## config.mk

```make
export PLATFORM = sky130hd
export DESIGN_NAME = trb_ctrl
export DESIGN_NICKNAME = d
export VERILOG_FILES = /design/src/rtl/trb_pkg.sv /design/src/rtl/trb_ctrl.sv
export VERILOG_INCLUDE_DIRS = /design/src /design/src/rtl
export SDC_FILE = /design/constraint.sdc
export NUM_CORES = 1
export LEC_CHECK = 0
export BUFFER_PORTS_ARGS = -buffer_cell sky130_fd_sc_hd__buf_2
export CAP_MARGIN = 10
export CORE_AREA = 4 4 41 43
export DETAILED_ROUTE_END_ITERATION = 7
export DIE_AREA = 0 0 45 47
export PLACE_DENSITY = 0.43
export SLEW_MARGIN = 10
export SYNTH_ARGS = -nofsm -noshare
export SYNTH_HDL_FRONTEND = slang
export SYNTH_SLANG_ARGS = --single-unit
```

## constraint.sdc

```tcl
create_clock -name clk -period 1.3 [get_ports clk]
set_input_delay 0.26 -clock clk [delete_from_list [all_inputs] [get_ports clk]]
set_output_delay 0.26 -clock clk [all_outputs]
set_load 0.1 [all_outputs]
```

## src/rtl/trace_ring_buffer_defines.svh

```systemverilog
// ----------------------------------------------------------------------------
// trace ring buffer assertion macros
// shared concurrent assertion forms, clocked on clk and quiet during reset
// ----------------------------------------------------------------------------
`ifndef TRACE_RING_BUFFER_DEFINES_SVH
`define TRACE_RING_BUFFER_DEFINES_SVH

// same-cycle implication
`define TRB_ASSERT_IMPL(lbl, ante, cons) \
  lbl: assert property (@(posedge clk) disable iff (!rst_n) (ante) |-> (cons)) \
    else $error("trace ring buffer assertion failed");

// next-cycle implication
`define TRB_ASSERT_NEXT(lbl, ante, cons) \
  lbl: assert property (@(posedge clk) disable iff (!rst_n) (ante) |=> (cons)) \
    else $error("trace ring buffer assertion failed");

`endif

```

## src/rtl/trb_pkg.sv

```systemverilog
// ----------------------------------------------------------------------------
// trb_pkg
// shared codes, entry layout and controller/datapath interface types
// ----------------------------------------------------------------------------
`default_nettype none
package trb_pkg;

  localparam logic [2:0] CMD_APPEND = 3'd0;
  localparam logic [2:0] CMD_LOOKUP = 3'd1;
  localparam logic [2:0] CMD_SEARCH = 3'd2;
  localparam logic [2:0] CMD_COUNT  = 3'd3;
  localparam logic [2:0] CMD_CLEAR  = 3'd4;

  localparam logic [1:0] ST_OK     = 2'd0;
  localparam logic [1:0] ST_NONE   = 2'd1;
  localparam logic [1:0] ST_HIDDEN = 2'd2;

  localparam logic [1:0] REG_FILTER = 2'd0;
  localparam logic [1:0] REG_SIZE   = 2'd1;
  localparam logic [1:0] REG_MLOW   = 2'd2;
  localparam logic [1:0] REG_MHIGH  = 2'd3;

  localparam logic [31:0] KEY_NEVER = 32'hFFFF_FFFF;

  typedef struct packed {
    logic [31:0] number;
    logic [63:0] stamp;
    logic [31:0] payload;
    logic        hidden;
  } entry_t;

  typedef struct packed {
    logic start;
    logic exec;
    logic walk_init;
    logic rd;
    logic chk;
  } ctl_t;

  typedef struct packed {
    logic walk;
    logic done;
  } sts_t;

endpackage
`default_nettype wire

```

## src/rtl/trb_ctrl.sv

```systemverilog
// ----------------------------------------------------------------------------
// trb_ctrl
// command sequencer: decode, ring walk read/check steps, result hand-off
// ----------------------------------------------------------------------------
`default_nettype none
`include "trace_ring_buffer_defines.svh"
module trb_ctrl (
  input  wire logic         clk,
  input  wire logic         rst_n,
  input  wire logic         in_valid,
  output logic              in_ready,
  output logic              out_valid,
  input  wire logic         out_ready,
  output trb_pkg::ctl_t     ctl,
  output logic              load_out,
  input  wire trb_pkg::sts_t sts
);

  typedef enum logic [2:0] {S_IDLE, S_DEC, S_RD, S_CHK, S_FIN} state_t;

  state_t state_r;
  logic   out_valid_r;

  assign in_ready  = (state_r == S_IDLE);
  assign out_valid = out_valid_r;
  assign load_out  = (state_r == S_FIN) && (!out_valid_r || out_ready);

  always_comb begin
    ctl           = '0;
    ctl.start     = in_valid && (state_r == S_IDLE);
    ctl.exec      = (state_r == S_DEC) && !sts.walk;
    ctl.walk_init = (state_r == S_DEC) && sts.walk;
    ctl.rd        = (state_r == S_RD);
    ctl.chk       = (state_r == S_CHK);
  end

  always_ff @(posedge clk) begin
    if (!rst_n) begin
      state_r     <= S_IDLE;
      out_valid_r <= 1'b0;
    end else begin
      if (load_out) begin
        out_valid_r <= 1'b1;
      end else if (out_ready) begin
        out_valid_r <= 1'b0;
      end
      case (state_r)
        S_IDLE: if (in_valid) state_r <= S_DEC;
        S_DEC:  state_r <= sts.walk ? S_RD : S_FIN;
        S_RD:   state_r <= S_CHK;
        S_CHK:  state_r <= sts.done ? S_FIN : S_RD;
        S_FIN:  if (load_out) state_r <= S_IDLE;
        default: state_r <= S_IDLE;
      endcase
    end
  end

  `TRB_ASSERT_IMPL(chk_follows_rd, state_r == S_CHK, $past(state_r) == S_RD)
  `TRB_ASSERT_NEXT(accept_to_decode, in_valid && in_ready, state_r == S_DEC)
  `TRB_ASSERT_NEXT(load_sets_valid, load_out, out_valid_r)

endmodule
`default_nettype wire

```

==> summary.md, run 1 <==
| Metric | Value |
|---|---|
| GRT overflow | 0 |
| Synthesized flop and latch total | 4 |
| FILL cells | around 130 |
| Row count | 13 |
| Sequential area share after synthesis | 0.350 |
| Final period utilization | 1.11 |
| Clock Skew | around 0.0043 ns |
| Antenna viol nets, final | 0 |
| Area Growth Syn to Fin | 163% |
| Crit end category | primary output |
| Clock latency on the worst-skew pair | between 0.2 and 0.25 ns |
| Dpl cells | 57 |
| Slew Viols, Final | 0 |
| Critical Path AT | around 1.2 ns |
| Hold Crit Depth | 2 |
| 1st-iter DRT viols | 6 |
| Synth top area share | 0.350 |
| DR vias | roughly 300 |
| Syn Inst Count | 27 |
| Synth Cell Area | 229 sq um |
| GR Util All Layers | 0.0855 |
| Final setup violation count | 7 |
| Initial Util | 0.176 |
| Startpoint of the worst hold path | sts[0] |
| Failing checks | negative setup slack |
| Most instantiated library cell after synthesis | dfxtp_1 |
| Chip Height | 47 um |
| Final Instance Count excl. Fillers | 66 |
| IO buf count | 13 |
| Area contributors post-synth | dfxtp_1 (35%), nor3b_2 (5.5%), a21oi_1 (4.4%) |
| Initial antenna violation count | 0 |
| Die width | 45 um |
| Final WL | around 800 um |
| Worst hold path class | input port to flip-flop |
| RR Startpoint | state_r[2] |
| Fin. Hold Viols | 0 |
| Main synth FF type | dfxtp_1 |
| CP max FO | 9 |
| Largest net degree at the start of global routing | 10 |
| Vias in the first global route | approximately 300 |
| Num CTS Buffers | 3 |
| Ant. Diodes | 0 |
| Min Tclk post-route | roughly 1.4 ns |
| Final net count | 58 |
| Share of post-route cells with drive strength above 1 | 0.745 |
| Setup Crit Path Kind | flip-flop to primary output |
| Leak pwr | roughly 0.24 nW |
| RSZ-0062 raised after global routing | true |
| Max Cap Viol | 0 |
| Die ar. | ~2100 sq um |
| Worst slew margin | 0.819 |
| Core area | 1300 sq um |
| Pwr Total | 0.574 mW |
| CTS Buffer Depth | 2 |
| Final setup margin | -0.149 ns |
| DP Wirelength | between 500 and 600 um |
| EDFF count, synth | 0 |
| Mean Syn Cell Area | 8.48 sq um |
| CP Launch Point | state_r[0] |
| WP data required | ~1.0 ns |
| Status | finished with violations |
| Max VDD drop | 0.000406 V |
| Finished Core Util | 0.463 |
| Io pins | 14 |
| CTS tree | done |
| Clk slew on worst S/H paths | about 0.040 ns |
| Reg2reg path depth | 4 |
| Hold_ws | about 0.25 ns |
| H-tree levels | 1 |
| Top cells by count, synth | dfxtp_1 (4), a21oi_1 (2), buf_2 (2), nor2_1 (2), nor3_1 (2) |
| Library cells used by synthesis | 20 |
| Clock sink total | 4 |
| Avg WL per Cell | approximately 12 um |
| Post-synth top area cell | dfxtp_1 |
| Peak Freq | just under 700 MHz |
| Worst slew pin tran | 0.271 ns |
| Synthesis Warnings | 0 |
| Drt first pass iters | 2 |
| Pwr/cell area | about 950 nW/um^2 |
| DR DRC count | 0 |
| Syn_nets | 33 |
| Startpoint Class | flip-flop |
| Routability cong. | 0.801 |
| Root Driver | clkbuf_4 |
| Vias per cell | 4.53 |
| Async SR Flop Fraction | 0 |
| Global-route wire length before repair | between 1000 and 1500 um |
==> worst max-delay path, stage by stage, from the launching register on <==
cell and delay [ns]:
dfxtp_4 0.38, nor3b_4 0.22, and2b_4 0.19, buf_12 0.17
==> power by group <==
group,internal (mW),total (mW),switching (mW)
sequential,0.126,0.145,0.0188
combinational,0.107,0.255,0.148
clock,0.116,0.174,0.0584
total,0.349,0.574,0.225
==> metrics by stage <==
| stage | TNS (ns) | worst slack [ns] | cell area (sq um) |
|---|---|---|---|
| after global placement | 0 | 0.00707 | 510 |
| final | -0.821 | -0.149 | 603 |
| after global routing | -1.15 | -0.190 | 603 |
| after floorplan | -2.32 | -0.701 | 299 |
| after CTS | -0.926 | -0.155 | 603 |
| after detailed placement | -0.0826 | -0.0444 | 510 |
==> layer usage <==
layer	global-route usage	part of all wire
met1	0.0892	0.38
met2	0.141	0.54
met3	0.0307	0.056
met4	0.0643	0.024
met5	0	0
==> flip-flops by register name, indices dropped and copies added (netlist names) <==
name / cells
out_valid: 1
state_r: 3
==> final cells by class <==
type | instances | area, sq um | share of cell area
Multi-Input combinational cell | 21 | 203 | 0.336
Timing Repair Buffer | 22 | 260 | 0.432
Sequential cell | 4 | 95.1 | 0.158
Clock buffer | 4 | 26.3 | 0.0436
Tap cell | 15 | 18.8 | 0.0311
==> cells by family (layout without fill, tap and decap cells) <==
| kind of cell | after synthesis | after routing | share of synthesized area |
|---|---|---|---|
| simple gates | 16 | 16 | 0.470 |
| compound gates | 5 | 5 | 0.137 |
| flops | 4 | 4 | 0.350 |
| buf+inv | 2 | 26 | 0.0437 |
==> timing repair <==
action	CTS	global route
setup endpoints to repair	7	7
hold buffers	0	0
pin swaps	3	2
setup buffers	5	0
endpoints found under the hold margin	0	0
gates resized for setup	8	0
==> path summary, 6_finish.rpt <==
path	endpoint	slack [ns]
setup / recovery	load_out	-0.15
hold / removal	state_r[1]	0.25
setup reg to reg	out_valid	0.27
hold reg to reg	state_r[2]	0.57
==> cells in the final DEF, fill, tap and decap left out, types with 2 or more instances in the layout <==
cell type,n
buf_12,8
buf_4,7
buf_2,5
dfxtp_4,4
clkbuf_4,3
nor3b_4,2
nor3_4,2
nor2_1,2
a21oi_1,2
buf_6,2
No activity file was read; power rests on OpenSTA's default activity.
==> inputs of run 2 (changes only) <==
--- a/config.mk
+++ b/config.mk
@@ -11,7 +11,8 @@
 export CORE_AREA = 4 4 41 43
 export DETAILED_ROUTE_END_ITERATION = 7
 export DIE_AREA = 0 0 45 47
-export PLACE_DENSITY = 0.43
+export PLACE_DENSITY_LB_ADDON = 0.1
+export RECOVER_POWER = 25
 export SLEW_MARGIN = 10
 export SYNTH_ARGS = -nofsm -noshare
 export SYNTH_HDL_FRONTEND = slang
==> run 2 against run 1 <==
The run still ends with negative setup slack left. Worst hold slack lost 0.012 ns. Flip-flop and latch count is the same. Non-clock buffer count shrank 1. Fmax shrank 0.94%. Register-to-register slack lost 0.13 ns. Die area is the same. Clock skew shrank 0.0026 ns.
==> summary.md, run 2 (synthesis gave the netlist of run 1 again) <==
| Metric | Value |
|---|---|
| Pwr/cell area | 940 nW/um^2 (-1.2%) |
| Clock Skew | 0.00165 ns (-0.00261 ns) |
| GRT overflow | 0 (unchanged) |
| Routability cong. | 0.798 (-0.32%) |
| Core area | 1300 sq um (unchanged) |
| Antenna viol nets, final | 0 (unchanged) |
| Chip Height | 47 um (unchanged) |
| CP max stage delay | 0.40 ns (+0.02 ns) |
| Clk slew on worst S/H paths | 0.04 ns (about the same) |
| Worst slew margin | 0.830 (+0.0116) |
| Number of flip-flops in the largest register | 3 (unchanged) |
| Worst path cell trace | nor3b_4 -> and2b_4 -> buf_12 |
| GR Util met3 | 0.0345 (+0.00383) |
| Die width | 45 um (unchanged) |
| Io pins | 14 (unchanged) |
| Crit end category | primary output |
| Initial Util | 0.176 (unchanged) |
| Drt first pass iters | 2 (unchanged) |
| Vias per cell | 4.23 (-6.6%) |
| Hold_ws | 0.235 ns (-0.0119 ns) |
| Num CTS Buffers | 3 (unchanged) |
| Largest net degree at the start of global routing | 12 (+2) |
| Startpoint of the worst hold path | sts[0] |
| Area Growth Syn to Fin | 162% |
| Status | finished with violations |
| R2R Setup Slk | 0.14 ns (-0.13 ns) |
| WP data required | 1.04 ns (about the same) |
| Vias in the first global route | 265 (-13%) |
| Slowest-stage cell, CP | dfxtp_4 |
| CP max FO | 6 (-3) |
| Critical path buffers and inverters | 1 (unchanged) |
| RSZ-0062 raised after global routing | true |
| Most common cell after layout, fill and taps aside | buf_12 |
| DR DRC count | 0 (unchanged) |
| Fin. Hold Viols | 0 (unchanged) |
| FILL cells | 133 (+1.5%) |
| Worst hold path class | input port to flip-flop |
| Row count | 13 (unchanged) |
| Worst slew pin tran | 0.253 ns (-0.0174 ns) |
| Hold Crit Endpoint | state_r[1] |
| H-tree levels | 1 (unchanged) |
| RR Startpoint | state_r[2] |
| Startpoint Class | flip-flop |
| Hold Crit Depth | 2 (unchanged) |
| Max VDD drop | 0.000399 V (-1.8%) |
| CTS Buffer Depth | 2 (unchanged) |
| CTS tree | done |
| Final setup violation count | 7 (unchanged) |
| Setup TNS | -0.885 ns (-0.0638 ns) |
| Failing checks | negative setup slack |
| Final WL | 712 um (-10%) |
| Final net count | 57 (-1.7%) |
| R2R Path End | out_valid |
| Critical Path AT | 1.20 ns (about the same) |
| Clock sink total | 4 (unchanged) |
| IO buf count | 13 (unchanged) |
| Cell family with most CP delay | flip-flops |
| Min Tclk post-route | 1.46 ns (+0.0137 ns) |
| Final setup margin | -0.163 ns (-0.0137 ns) |
| Leak pwr | 0.241 nW (-1.3%) |
| Setup Crit Path Kind | flip-flop to primary output |
| GRT busiest layer | met2 |
| Met1 Use GR | 0.0752 (-0.0141) |
| Slew Viols, Final | 0 (unchanged) |
| GR Util All Layers | 0.0759 (-0.00962) |
| Share of post-route cells with drive strength above 1 | 0.760 (+0.0149) |
| Ant. Diodes | 0 (unchanged) |
| Placed cell area | 531 sq um (+3.9%) |
| Most frequent cells in the layout | buf_12 (9), buf_4 (6), buf_2 (5) |
| 1st-iter DRT viols | 5 (-1) |
| Design area | 601 sq um (-0.41%) |
| Initial antenna violation count | 0 (unchanged) |
| Peak Freq | 683 MHz (-0.94%) |
| Global-route wire length before repair | 1100 um (-13%) |
| Max Cap Viol | 0 (unchanged) |
| DR vias | 275 (-8.0%) |
| DP Wirelength | 573 um (+1.9%) |
| Final period utilization | 1.13 (+0.0106) |
| Largest Register | state_r |
| Clock latency on the worst-skew pair | 0.24 ns (about the same) |
| Avg WL per Cell | 11.0 um (-8.7%) |
| Root Driver | clkbuf_4 |
| Die ar. | 2120 sq um (unchanged) |
| Reg2reg path depth | 5 (+1) |
| GR Util met2 | 0.127 (-0.0141) |
-- run 2: final cells by class --
cell class	count	area [sq um]	share of cell area
Clock buffer	4	26.3	0.0438
Multi-Input combinational cell	21	199	0.331
Sequential cell	4	95.1	0.158
Tap cell	15	18.8	0.0313
Timing Repair Buffer	21	262	0.435
-- run 2: worst max-delay path by stage --
stage,startpoint,endpoint,slack (ns),depth (start not counted)
2_1_floorplan,state_r[1],ctl[4],-0.70,3
3_3_place_gp,state_r[2],load_out,0.03,3
3_5_place_dp,state_r[0],ctl[3],0.005,2
4_1_cts,state_r[2],load_out,-0.18,3
5_1_grt,state_r[2],ctl[4],-0.22,4
6_report,state_r[2],load_out,-0.16,3
-- run 2: where the power goes --
group / switching, mW / internal [mW]
combinational: 0.144 / 0.107
clock: 0.0533 / 0.115
sequential: 0.0188 / 0.126
-- run 2: stage by stage --
step                       util  setup WS [ns]  power [mW]  std cells
after detailed placement  0.408        0.00481       0.391         58
final                     0.462         -0.163       0.565         65
after CTS                 0.453         -0.176       0.572         64
after global placement    0.408         0.0282       0.389         58
after floorplan               -         -0.701       0.298         27
after global routing      0.462         -0.219       0.598         65
-- run 2: layer usage --
metal	wire, um	part of all wire	vias to the layer above
met5	0	0	-
met4	12	0.017	0
met3	44	0.062	2
met2	386	0.54	9
met1	268	0.38	122
li1	-	-	142
-- run 2: what timing repair did --
action                     in CTS  in global routing
pin swaps                       3                  2
buffers inserted                2                  1
hold endpoints to repair        0                  0
hold buffers                    0                  0
gates resized for setup         6                  1
setup endpoints to repair       7                  7
-- run 2: worst register-to-register path: cells and delay by family (launching register included) --
| kind | cells | cell delay [ns] |
|---|---|---|
| flip-flops | 1 | 0.37 |
| buffers and inverters | 3 | 0.37 |
| AO/OA/AOI/OAI | 1 | 0.15 |
| AND/OR/NAND/NOR | 1 | 0.16 |
